File: src/hw/rtl/eirm_pkg.sv
`timescale 1ns / 1ps
// Package for the event interval rate meter: widths, command codes, sequencer
// states and the divider control/status structs. No dependencies.
package eirm_pkg;

  localparam int TIME_W       = 63;
  localparam int PERIOD_W     = 12;
  localparam int US_W         = 20;
  localparam int LIMIT_W      = PERIOD_W + US_W;
  localparam int RING_DEPTH_D = 10;

  localparam logic [US_W-1:0]     US_PER_S       = US_W'(1000000);
  localparam logic [PERIOD_W-1:0] PERIOD_RESET   = PERIOD_W'(1);
  localparam logic [TIME_W-1:0]   MEAN_SENTINEL  = {TIME_W{1'b1}};

  typedef enum logic {
    CMD_EVENT = 1'b0,
    CMD_POLL  = 1'b1
  } cmd_t;

  typedef enum logic [2:0] {
    ST_IDLE,
    ST_ELAPSED,
    ST_CHECK,
    ST_READ_NEW,
    ST_READ_OLD,
    ST_SPAN,
    ST_DIVIDE,
    ST_DONE
  } state_t;

  typedef struct packed {
    logic start;
  } div_ctrl_t;

  typedef struct packed {
    logic busy;
    logic done;
  } div_status_t;

endpackage

File: src/hw/rtl/eirm_div.sv
`timescale 1ns / 1ps
// Bit-serial restoring divider: 63-bit dividend by a narrow divisor, one
// quotient bit per cycle. Depends on eirm_pkg.
module eirm_div #(
  parameter int DEN_W = 4
) (
  input  logic                      clk,
  input  logic                      rst,
  input  eirm_pkg::div_ctrl_t       ctrl,
  input  logic [eirm_pkg::TIME_W-1:0] dividend,
  input  logic [DEN_W-1:0]          divisor,
  output eirm_pkg::div_status_t     status,
  output logic [eirm_pkg::TIME_W-1:0] quotient
);

  localparam int CNT_W = $clog2(eirm_pkg::TIME_W + 1);

  logic [eirm_pkg::TIME_W-1:0] quo;
  logic [DEN_W-1:0]            rem;
  logic [CNT_W-1:0]            cnt;
  logic                        busy;
  logic                        done;
  logic [DEN_W:0]              trial;
  logic                        fits;
  logic [DEN_W:0]              diff;

  // Shift the next dividend bit into the partial remainder and try a subtract.
  assign trial = {rem, quo[eirm_pkg::TIME_W-1]};
  assign fits  = trial >= {1'b0, divisor};
  assign diff  = trial - {1'b0, divisor};

  always_ff @(posedge clk) begin
    if (rst) begin
      busy <= 1'b0;
      done <= 1'b0;
      cnt  <= '0;
    end else begin
      done <= 1'b0;
      if (ctrl.start) begin
        busy <= 1'b1;
        cnt  <= CNT_W'(eirm_pkg::TIME_W);
      end else if (busy) begin
        cnt <= cnt - CNT_W'(1);
        if (cnt == CNT_W'(1)) begin
          busy <= 1'b0;
          done <= 1'b1;
        end
      end
    end
  end

  always_ff @(posedge clk) begin
    if (ctrl.start) begin
      quo <= dividend;
      rem <= '0;
    end else if (busy) begin
      quo <= {quo[eirm_pkg::TIME_W-2:0], fits};
      rem <= fits ? diff[DEN_W-1:0] : trial[DEN_W-1:0];
    end
  end

  assign status.busy = busy;
  assign status.done = done;
  assign quotient    = quo;

endmodule

File: src/hw/rtl/event_interval_rate_meter.sv
`timescale 1ns / 1ps
// Event interval rate meter, top level. Depends on eirm_pkg and eirm_div.
// An event passes through READ_NEW, READ_OLD, SPAN, DIVIDE and DONE; a poll goes
// through ELAPSED and CHECK first. With fewer than two stamps SPAN skips DIVIDE.
// One item at a time: a new item is taken only once its result is loaded into the
// output register; a stalled result holds the block busy. Not ready meanwhile.
// Reset (rst, synchronous): ring empty, slot 0, last report time 0, period 1 s.
module event_interval_rate_meter #(
  parameter int RING_DEPTH = eirm_pkg::RING_DEPTH_D
) (
  input  logic                            clk,
  input  logic                            rst,
  input  logic                            in_valid,
  output logic                            in_ready,
  input  logic                            cmd,
  input  logic [eirm_pkg::TIME_W-1:0]     time_us,
  output logic                            out_valid,
  input  logic                            out_ready,
  output logic [eirm_pkg::TIME_W-1:0]     mean_interval_us,
  output logic                            report_due,
  input  logic                            cfg_we,
  input  logic [eirm_pkg::PERIOD_W-1:0]   cfg_wdata
);

  localparam int SLOT_W = (RING_DEPTH > 1) ? $clog2(RING_DEPTH) : 1;
  localparam int CNT_W  = $clog2(RING_DEPTH + 1);
  localparam int EXT_W  = CNT_W + 1;

  // Sequencer and bookkeeping
  eirm_pkg::state_t state, state_next;

  logic [eirm_pkg::PERIOD_W-1:0] period_s;
  logic [SLOT_W-1:0]             write_slot;
  logic [CNT_W-1:0]              stored_count;
  logic [eirm_pkg::TIME_W-1:0]   last_report_time;

  // Per-item working registers
  logic                          cur_cmd;
  logic [eirm_pkg::TIME_W-1:0]   now_us;
  logic [eirm_pkg::TIME_W-1:0]   elapsed;
  logic [eirm_pkg::LIMIT_W-1:0]  limit_us;
  logic [eirm_pkg::TIME_W-1:0]   newest_stamp;
  logic [eirm_pkg::TIME_W-1:0]   mean_res;
  logic                          due_res;

  // Ring memory with a registered read port
  logic [eirm_pkg::TIME_W-1:0]   stamp_ring [RING_DEPTH];
  logic [eirm_pkg::TIME_W-1:0]   rd_data;
  logic [SLOT_W-1:0]             rd_addr;
  logic [SLOT_W-1:0]             newest_slot;
  logic [SLOT_W-1:0]             oldest_slot;
  logic [EXT_W-1:0]              slot_ext;
  logic [EXT_W-1:0]              count_ext;

  // Shared 63-bit subtractor: elapsed time on a poll, ring span later on
  logic [eirm_pkg::TIME_W-1:0]   sub_a;
  logic [eirm_pkg::TIME_W-1:0]   sub_b;
  logic [eirm_pkg::TIME_W-1:0]   sub_y;

  logic                          in_beat;
  logic                          out_load;

  eirm_pkg::div_ctrl_t           div_ctrl;
  eirm_pkg::div_status_t         div_status;
  logic [eirm_pkg::TIME_W-1:0]   div_quotient;

  function automatic eirm_pkg::cmd_t cur_cmd_in();
    return eirm_pkg::cmd_t'(cmd);
  endfunction

  assign in_ready = (state == eirm_pkg::ST_IDLE);
  assign in_beat  = in_valid && in_ready;

  // Newest entry sits just behind the write slot; oldest is count entries back.
  assign newest_slot = (write_slot == '0) ? SLOT_W'(RING_DEPTH - 1)
                                          : write_slot - SLOT_W'(1);
  assign slot_ext    = EXT_W'(write_slot);
  assign count_ext   = EXT_W'(stored_count);
  always_comb begin
    if (slot_ext >= count_ext) begin
      oldest_slot = SLOT_W'(slot_ext - count_ext);
    end else begin
      oldest_slot = SLOT_W'(slot_ext + EXT_W'(RING_DEPTH) - count_ext);
    end
  end

  assign sub_y = sub_a - sub_b;

  // Configuration register: the user must write it only while the block is idle; the block does not enforce this
  always_ff @(posedge clk) begin
    if (rst) begin
      period_s <= eirm_pkg::PERIOD_RESET;
    end else if (cfg_we) begin
      period_s <= cfg_wdata;
    end
  end

  // Ring write on an event beat; read port always registered
  always_ff @(posedge clk) begin
    if (in_beat && (cur_cmd_in() == eirm_pkg::CMD_EVENT)) begin
      stamp_ring[write_slot] <= time_us;
    end
    rd_data <= stamp_ring[rd_addr];
  end

  always_ff @(posedge clk) begin
    if (rst) begin
      state <= eirm_pkg::ST_IDLE;
    end else begin
      state <= state_next;
    end
  end

  // Next state, read address, subtractor operands, divider start
  always_comb begin
    state_next     = state;
    rd_addr        = newest_slot;
    sub_a          = now_us;
    sub_b          = last_report_time;
    div_ctrl.start = 1'b0;
    out_load       = 1'b0;
    unique case (state)
      eirm_pkg::ST_IDLE: begin
        if (in_beat) begin
          state_next = (cur_cmd_in() == eirm_pkg::CMD_POLL) ? eirm_pkg::ST_ELAPSED
                                                           : eirm_pkg::ST_READ_NEW;
        end
      end
      eirm_pkg::ST_ELAPSED: begin
        state_next = eirm_pkg::ST_CHECK;
      end
      eirm_pkg::ST_CHECK: begin
        state_next = eirm_pkg::ST_READ_NEW;
      end
      eirm_pkg::ST_READ_NEW: begin
        rd_addr    = newest_slot;
        state_next = eirm_pkg::ST_READ_OLD;
      end
      eirm_pkg::ST_READ_OLD: begin
        rd_addr    = oldest_slot;
        state_next = eirm_pkg::ST_SPAN;
      end
      eirm_pkg::ST_SPAN: begin
        sub_a = newest_stamp;
        sub_b = rd_data;
        if (stored_count < CNT_W'(2)) begin
          state_next = eirm_pkg::ST_DONE;
        end else begin
          div_ctrl.start = 1'b1;
          state_next     = eirm_pkg::ST_DIVIDE;
        end
      end
      eirm_pkg::ST_DIVIDE: begin
        if (div_status.done) begin
          state_next = eirm_pkg::ST_DONE;
        end
      end
      eirm_pkg::ST_DONE: begin
        // Hold until the output register is free
        if (!out_valid || out_ready) begin
          out_load   = 1'b1;
          state_next = eirm_pkg::ST_IDLE;
        end
      end
      default: begin
        state_next = eirm_pkg::ST_IDLE;
      end
    endcase
  end

  // Ring bookkeeping and report period tracking
  always_ff @(posedge clk) begin
    if (rst) begin
      write_slot       <= '0;
      stored_count     <= '0;
      last_report_time <= '0;
    end else begin
      if (in_beat && (cur_cmd_in() == eirm_pkg::CMD_EVENT)) begin
        write_slot <= (write_slot == SLOT_W'(RING_DEPTH - 1)) ? '0
                                                              : write_slot + SLOT_W'(1);
        if (stored_count < CNT_W'(RING_DEPTH)) begin
          stored_count <= stored_count + CNT_W'(1);
        end
      end
      if ((state == eirm_pkg::ST_CHECK) && (elapsed > eirm_pkg::TIME_W'(limit_us))) begin
        last_report_time <= now_us;
      end
    end
  end

  // Working registers
  always_ff @(posedge clk) begin
    if (in_beat) begin
      cur_cmd <= cmd;
      now_us  <= time_us;
      due_res <= 1'b0;
    end
    if (state == eirm_pkg::ST_ELAPSED) begin
      elapsed  <= sub_y;
      limit_us <= eirm_pkg::LIMIT_W'(period_s) * eirm_pkg::LIMIT_W'(eirm_pkg::US_PER_S);
    end
    if (state == eirm_pkg::ST_CHECK) begin
      due_res <= (elapsed > eirm_pkg::TIME_W'(limit_us));
    end
    if (state == eirm_pkg::ST_READ_OLD) begin
      newest_stamp <= rd_data;
    end
    if (state == eirm_pkg::ST_SPAN) begin
      mean_res <= eirm_pkg::MEAN_SENTINEL;
    end
    if ((state == eirm_pkg::ST_DIVIDE) && div_status.done) begin
      mean_res <= div_quotient;
    end
  end

  eirm_div #(
    .DEN_W(CNT_W)
  ) u_div (
    .clk      (clk),
    .rst      (rst),
    .ctrl     (div_ctrl),
    .dividend (sub_y),
    .divisor  (stored_count - CNT_W'(1)),
    .status   (div_status),
    .quotient (div_quotient)
  );

  // Output register: drop valid on a taken beat, load a finished result
  always_ff @(posedge clk) begin
    if (rst) begin
      out_valid <= 1'b0;
    end else if (out_load) begin
      out_valid <= 1'b1;
    end else if (out_ready) begin
      out_valid <= 1'b0;
    end
  end

  always_ff @(posedge clk) begin
    if (out_load) begin
      mean_interval_us <= mean_res;
      report_due       <= due_res;
    end
  end

  // Checks
  a_busy_after_beat: assert property (@(posedge clk) disable iff (rst)
    in_beat |=> !in_ready)
    else $error("ready stayed high after an input beat");

  a_count_bound: assert property (@(posedge clk) disable iff (rst)
    stored_count <= CNT_W'(RING_DEPTH))
    else $error("stored count beyond ring depth");

  a_div_active: assert property (@(posedge clk) disable iff (rst)
    (state == eirm_pkg::ST_DIVIDE) |-> (div_status.busy || div_status.done))
    else $error("sequencer waits on an idle divider");

  a_due_only_poll: assert property (@(posedge clk) disable iff (rst)
    (state == eirm_pkg::ST_DONE) && due_res |-> (cur_cmd == eirm_pkg::CMD_POLL))
    else $error("report raised on an event item");

endmodule

File: config.mk
export PLATFORM = sky130hd
export DESIGN_NAME = event_interval_rate_meter
export DESIGN_NICKNAME = d
export VERILOG_FILES = /design/src/hw/rtl/eirm_pkg.sv /design/src/hw/rtl/eirm_div.sv /design/src/hw/rtl/event_interval_rate_meter.sv
export SDC_FILE = /design/constraint.sdc
export NUM_CORES = 2
export LEC_CHECK = 0
export ABC_AREA = 1
export ABC_CLOCK_PERIOD_IN_PS = 7080
export BUFFER_PORTS_ARGS = -buffer_cell sky130_fd_sc_hd__buf_2
export CAP_MARGIN = 20
export CORE_MARGIN = 10
export CORE_UTILIZATION = 60
export CTS_BUF_LIST = sky130_fd_sc_hd__clkbuf_8 sky130_fd_sc_hd__clkbuf_16
export CTS_CLUSTER_SIZE = 25
export DETAILED_ROUTE_END_ITERATION = 7
export PLACE_DENSITY = 0.77
export SLEW_MARGIN = 20
export SYNTH_ARGS = -nofsm -noshare
export SYNTH_HDL_FRONTEND = slang
export SYNTH_SLANG_ARGS = --single-unit
File: constraint.sdc
create_clock -name clk -period 7.08 [get_ports clk]
set_clock_uncertainty 0.15 [all_clocks]
set_input_delay 1.416 -clock clk [delete_from_list [all_inputs] [get_ports clk]]
set_output_delay 1.416 -clock clk [all_outputs]
set_load 0.01 [all_outputs]
After elaboration in Yosys (flattened, before gate mapping)
Memory sizes are Yosys's and may differ from the RTL's. A register that Yosys moved wholly into a read port is not among the register bits.
Cells that the tools add are included.
{ "classes": {"addsub": 10, "multipliers": 1, "magnitude_cmp": 5, "n_eq_ne": 12, "n_mux": 33, "n_bitwise": 2, "n_reduce_logical": 15} }
{ "ops": {"columns": ["op", "count"], "rows": [
  ["63-bit two-way mux", 6],
  ["63-bit by 32-bit > comparator with 1-bit output", 1],
  ["63-bit subtractor", 1],
  ["12-bit by 14-bit multiplier with 26-bit output, second input constant", 1],
  ["3-bit case mux with 8 select lines", 1],
  ["4-bit two-way mux", 5],
  ["1-bit two-way mux", 15],
  ["3-bit equality test, second input constant", 4],
  ["6-bit two-way mux", 2],
  ["4-bit subtractor", 3],
  ["3-bit two-way mux", 3],
  ["4-bit by 1-bit adder with 4-bit output, second input constant", 2],
  ["2-bit nonzero test", 4],
  ["4-bit by 1-bit subtractor with 4-bit output, second input constant", 2],
  ["3-bit by 2-bit equality test with 1-bit output, second input constant", 2],
  ["6-bit by 1-bit equality test with 1-bit output, second input constant", 1],
  ["6-bit by 1-bit subtractor with 6-bit output, second input constant", 1],
  ["5-bit by 4-bit >= comparator with 1-bit output", 1],
  ["4-bit adder, second input constant", 1],
  ["4-bit equality test, second input constant", 1],
  ["4-bit >= comparator", 1],
  ["1-bit logical AND", 4],
  ["4-bit logical NOT", 1],
  ["4-bit by 2-bit less-than comparator with 1-bit output, second input constant", 1],
  ["other kinds (12)", 14]
]} }
{ "totals": {"regBits": 505, "ramBits": 630, "inputBits": 81, "output_inout_bits": 66, "word_cells": 98, "mem_count": 1} }
{ "mem_list": {"columns": ["name", "depth", "word_bits", "read_ports", "rd_clocked_by_memory_dff", "write_ports", "line", "rtl"], "rows": [
  ["stamp_ring", 10, 63, 1, 1, 1, "event_interval_rate_meter.sv:47", "logic [eirm_pkg::TIME_W-1:0] stamp_ring [RING_DEPTH];"]
]} }

Longest topological paths before layout
{ "logic_depth": {"word_depth": 5, "ltp_mapped": 24, "ltp_nobuf": 21} }

Modules after synthesis
From an unflattened synthesis, not the netlist that was laid out.
{ "unflattened": {"cells_unflattened": 5238, "area_unflattened_um2": 54853.9} }
{ "by_module_without_submodules": {"columns": ["module", "n_inst", "cells_per_inst", "area_per_inst_um2", "seq_area_each_um2"], "rows": [
  ["event_interval_rate_meter", 1, 4871, 51438.1, 32220.9],
  ["eirm_div", 1, 367, 3415.8, 2132.0]
]} }

Worst setup path after synthesis
OpenSTA, ideal clock, no wires.
{ "synth_path": {"path_type": "flip-flop to flip-flop", "from": "register state[0]", "to": "register mean_res[0] (netlist name) (enable)", "setup_ps": 571, "arrival_time_ps": 5108, "t_required_ps": 6359, "path_slack_ps": 1251, "path_stages_with_launch": 5, "period_less_slack_ps": 5829, "path_cell_list": "dfxtp_1 > inv_1 > ha_1 > nand2_1 > o21ai_0"} }
{ "synth_via": {"elab_chain_cells": 3, "elab_cells_between_ends": 4, "cone_classes": "eq/ne: 2; reduce/logical: 2"} }
{ "synth_rtl": {"columns": ["item", "line", "rtl"], "rows": [
  ["start: declaration", "event_interval_rate_meter.sv:30", "eirm_pkg::state_t state, state_next;"],
  ["start signal: assignment", "event_interval_rate_meter.sv:108", "state <= eirm_pkg::ST_IDLE;"],
  ["start signal: assignment", "event_interval_rate_meter.sv:110", "state <= state_next;"],
  ["3-bit equality test", "event_interval_rate_meter.sv:211", "if ((state == eirm_pkg::ST_DIVIDE) && div_status.done) begin"],
  ["1-bit logical AND", "event_interval_rate_meter.sv:211", null],
  ["2-bit nonzero test (no source line) (*)", null, null],
  ["end signal: assignment", "event_interval_rate_meter.sv:209", "mean_res <= eirm_pkg::MEAN_SENTINEL;"],
  ["end signal: assignment", "event_interval_rate_meter.sv:212", "mean_res <= div_quotient;"],
  ["end: declaration", "event_interval_rate_meter.sv:43", "logic [eirm_pkg::TIME_W-1:0] mean_res;"]
]} }
Every way passes the cells marked *; elsewhere a longest branch is shown, timed or not.
A chain may end at the register's enable or synchronous reset.

Worst setup path after layout
{ "layout_path": {"from": "register period_s[5] (netlist name)", "to": "register limit_us[28] (netlist name), data pin"} }
{ "layout_via": {"elab_chain_cells": 1} }
{ "layout_rtl": {"columns": ["item", "line", "rtl"], "rows": [
  ["start: declaration", "event_interval_rate_meter.sv:32", "logic [eirm_pkg::PERIOD_W-1:0] period_s;"],
  ["start signal: assignment", "event_interval_rate_meter.sv:92", "period_s <= eirm_pkg::PERIOD_RESET;"],
  ["start signal: assignment", "event_interval_rate_meter.sv:94", "period_s <= cfg_wdata;"],
  ["12-bit by 14-bit multiplier with 26-bit output", "event_interval_rate_meter.sv:200", "limit_us <= eirm_pkg::LIMIT_W'(period_s) * eirm_pkg::LIMIT_W'(eirm_pkg::US_PER_S);"],
  ["end signal: assignment", "event_interval_rate_meter.sv:200", null],
  ["end: declaration", "event_interval_rate_meter.sv:41", "logic [eirm_pkg::LIMIT_W-1:0] limit_us;"]
]} }
Every way passes these cells.

==> flow_summary.yaml <==
run_status:
  outcome: "finished clean"
synthesis:
  muxShareOfSynthArea_pct: 1.12
  ys_dominant_reg_cell: "edfxtp_1"
  synth_xor_area_share_pct: 0.915
  synth_seq_cells: 1198
  synth_cells: 5547
  synth_edf_count: 1036
  netlist_area_sq_mm: 0.0555
  synth_compound_area_share_pct: 3.24
  ys_types: 47
  synth_area_per_cell_sq_um: 10.0
  synth-seq-area-share_pct: 61.9
  yosys.area_share.simple_pct: 21.0
  synth-async-reset-ratio_pct: 0
  synth_fp_nets: 5857
  yosysWarnings: 0
  synthAdderAreaFrac_pct: 5.70
  synth_top_family_by_area: "simple AND/OR/NAND/NOR gates"
cells_and_area:
  final_cell_mix: "1,854 x nand2_1, 1,036 x edfxtp_1, 640 x inv_1, 427 x nand3_1, 298 x nor2_1"
  layout-drive-gt1-share_pct: 7.22
  final_common_cell: "nand2_1"
  fillerInstances: 6968
  fin_nets: 5955
  fin_area_sq_mm: 0.0612
  areaGrowthSynthToFinish_pct: 10.2
clock_tree:
  cts_sinks: 1198
  clk_latency_ns: 0.75
  clk_pin_slew_ns: 0.06
  holdBufCountCts: 0
  cts_tree: "built"
  cts_resized: 0
  postCtsSetupBuffers: 0
  cts_buffers: 114
  cts_buffer_depth: 3
  h-tree-depth: 3
  root_buffer: "clkbuf_16"
worst_setup_path:
  reg2reg_depth: 13
  start_kind: "flop"
  crit_family: "adder cells"
  critical_path_arrival_ns: 4.98
  path_cells: "fa_1, ha_1, fa_1, fa_1, inv_1, fa_1, inv_1, ha_1, a21oi_1, o21ai_0, a211oi_1, nand3_1, xor2_1"
  crit_type: "reg2reg"
  crit_top_cell: "fa_1"
  slowest_delay_ns: 0.55
  cp_slowest_cell: "fa_1"
  critical_path_required_ns: 7.37
  cp_max_fo: 7
  r2r_end: "limit_us[28]$_DFFE_PP_"
  r2r_start: "period_s[5]$_SDFFE_PP0P_"
  rrSetupSlack_ns: 2.39
  cp-end-kind: "flop"
  path_buf_inv: 2
detailed_routing:
  wirelength_mm: 140
  ant_nets: 0
  drc_errors: 0
  viasPerCell: 5.64
  drtIter0Drc: 3937
  routed-via-count: 39100
  drt_first_pass_iters: 8
  wl_per_cell_um: 20.2
placement:
  dpl_cell_area_sq_mm: 0.0573
  place_congestion: 0.990
  numPortBuffers: 146
  hpwl_mm: 92.5
timing:
  fmax_ghz: 0.213
  setup-tns-final_ns: 0
  min_period_over_period_pct: 66.2
  worst_pin_slew_ns: 1.12
  period_minus_slack_ns: 4.69
  setup_viol: 0
  slew_headroom_pct: 25.3
  slew_violations: 0
  finalHoldViolCount: 0
  rsz0062_at_grt: "false"
min_path:
  worstHoldEndpoint: "mean_interval_us[33]$_DFFE_PP_"
  hp-class: "reg2reg"
  whs_path_depth: 0
  hold_start: "mean_res[33]$_SDFFCE_PN1P_"
die:
  core_sq_mm: 0.0917
  die_y_um: 324
  fp.dieW_um: 324
  dieArea_sq_mm: 0.105
  rows: 111
  io_pins: 147
  start_util_pct: 60.5
pwr:
  cellPowerDensity_mw_per_mm2: 383
  peakVddDrop_mv: 0.252
  p_leak_nw: 26.2
  finalPower_mw: 23.4
flow_run:
  maxCapViolCount: 0
grt:
  grt_usage_pct: 26.6
  grt_pass1_vias: 38200
  grt_pass1_wl_mm: 217
  antenna_found_initial: 8
  grt_overflow_total: 0
  grt_start_max_net_pins: 181
## worst max-delay path by stage
| stage | startpoint | end | slack [ns] | depth (start not counted) |
|---|---|---|---|---|
| global route | period_s[5]$_SDFFE_PP0P_ | limit_us[30]$_DFFE_PP_ | 2.17 | 13 |
| detailed placement | period_s[5]$_SDFFE_PP0P_ | limit_us[29]$_DFFE_PP_ | 2.41 | 15 |
| finish | period_s[5]$_SDFFE_PP0P_ | limit_us[28]$_DFFE_PP_ | 2.39 | 13 |
| global placement | period_s[5]$_SDFFE_PP0P_ | limit_us[29]$_DFFE_PP_ | 2.51 | 15 |
| floorplan | state[0]$_SDFFE_PP0P_ | mean_res[0]$_SDFFCE_PN1P_ | 1.25 | 4 |
| CTS | period_s[5]$_SDFFE_PP0P_ | limit_us[28]$_DFFE_PP_ | 2.39 | 13 |
## synthesized netlist by cell type, drive strengths merged, types with 6 or more instances
master / count / share of area [%]
mux2i: 61 / 1.1
nand4: 134 / 1.5
a21oi: 220 / 2.0
xor2: 48 / 0.76
nor3: 30 / 0.27
ha: 189 / 4.3
clkbuf: 80 / 0.54
a21o: 6 / 0.081
o21ai: 86 / 0.78
buf: 132 / 1.3
nand3b: 12 / 0.16
o21bai: 9 / 0.12
edfxtp: 1036 / 56
nand2: 1858 / 13
xnor2: 10 / 0.16
nor2: 314 / 2.1
nand3: 428 / 3.9
dfxtp: 162 / 5.8
and2: 36 / 0.41
inv: 627 / 4.2
fa: 40 / 1.4
## cell families (layout without fill, tap and decap cells)
logic type	after synthesis	count (layout)
buffers and inverters	841	1039
other	0	2
adders and majority gates	229	229
xor gates and xnor gates	58	58
and+or+nand+nor	2820	2820
muxes	62	62
AOI/OAI and AO/OA	339	339
DFF	1198	1198
## layout make-up
| class | count | area (sq um) | share of cell area, % |
|---|---|---|---|
| inverter | 629 | 2370 | 3.88 |
| clock inverter | 90 | 852 | 1.39 |
| sequential | 1198 | 34400 | 56.2 |
| antenna | 2 | 5.00 | 0.00818 |
| timing repair buffer | 194 | 1140 | 1.87 |
| multi-input combinational | 3508 | 17900 | 29.3 |
| tap | 1186 | 1480 | 2.43 |
| clock buffer | 126 | 3030 | 4.95 |
## layer usage
metal | track usage, % | routed length, um | up-vias
met5 | 0 | 72 | -
li1 | - | - | 18600
met3 | 3.70 | 10800 | 241
met1 | 36.8 | 59000 | 18600
met2 | 43.5 | 66400 | 1627
met4 | 7.89 | 3510 | 12
## state kept, by name, indices dropped and copies added, names as in the netlist, 6 cells and up
signal,count
mean_interval_us,63
mean_res,63
u_div.quotient,63
period_s,12
now_us,63
u_div.cnt,6
limit_us,26
stamp_ring,630
last_report_time,63
newest_stamp,63
elapsed,63
rd_data,63
## per-stage QoR
stage,hold slack (ns),worst slack (ns),std cells,utilization [%]
6_report,0.264,2.39,6933,66.7
2_1_floorplan,0.250,1.25,5547,-
3_5_place_dp,0.255,2.41,6715,62.5
4_1_cts,0.268,2.39,6931,66.7
5_1_grt,0.273,2.17,6931,66.7
3_3_place_gp,0.252,2.51,6715,62.5
## power by group
group          switching [mW]  internal (mW)  total [mW]
clock network            2.70           3.47        6.17
registers               0.437           8.84        9.28
logic                    5.56           2.41        7.97
No activity file was read; power rests on OpenSTA's default activity.
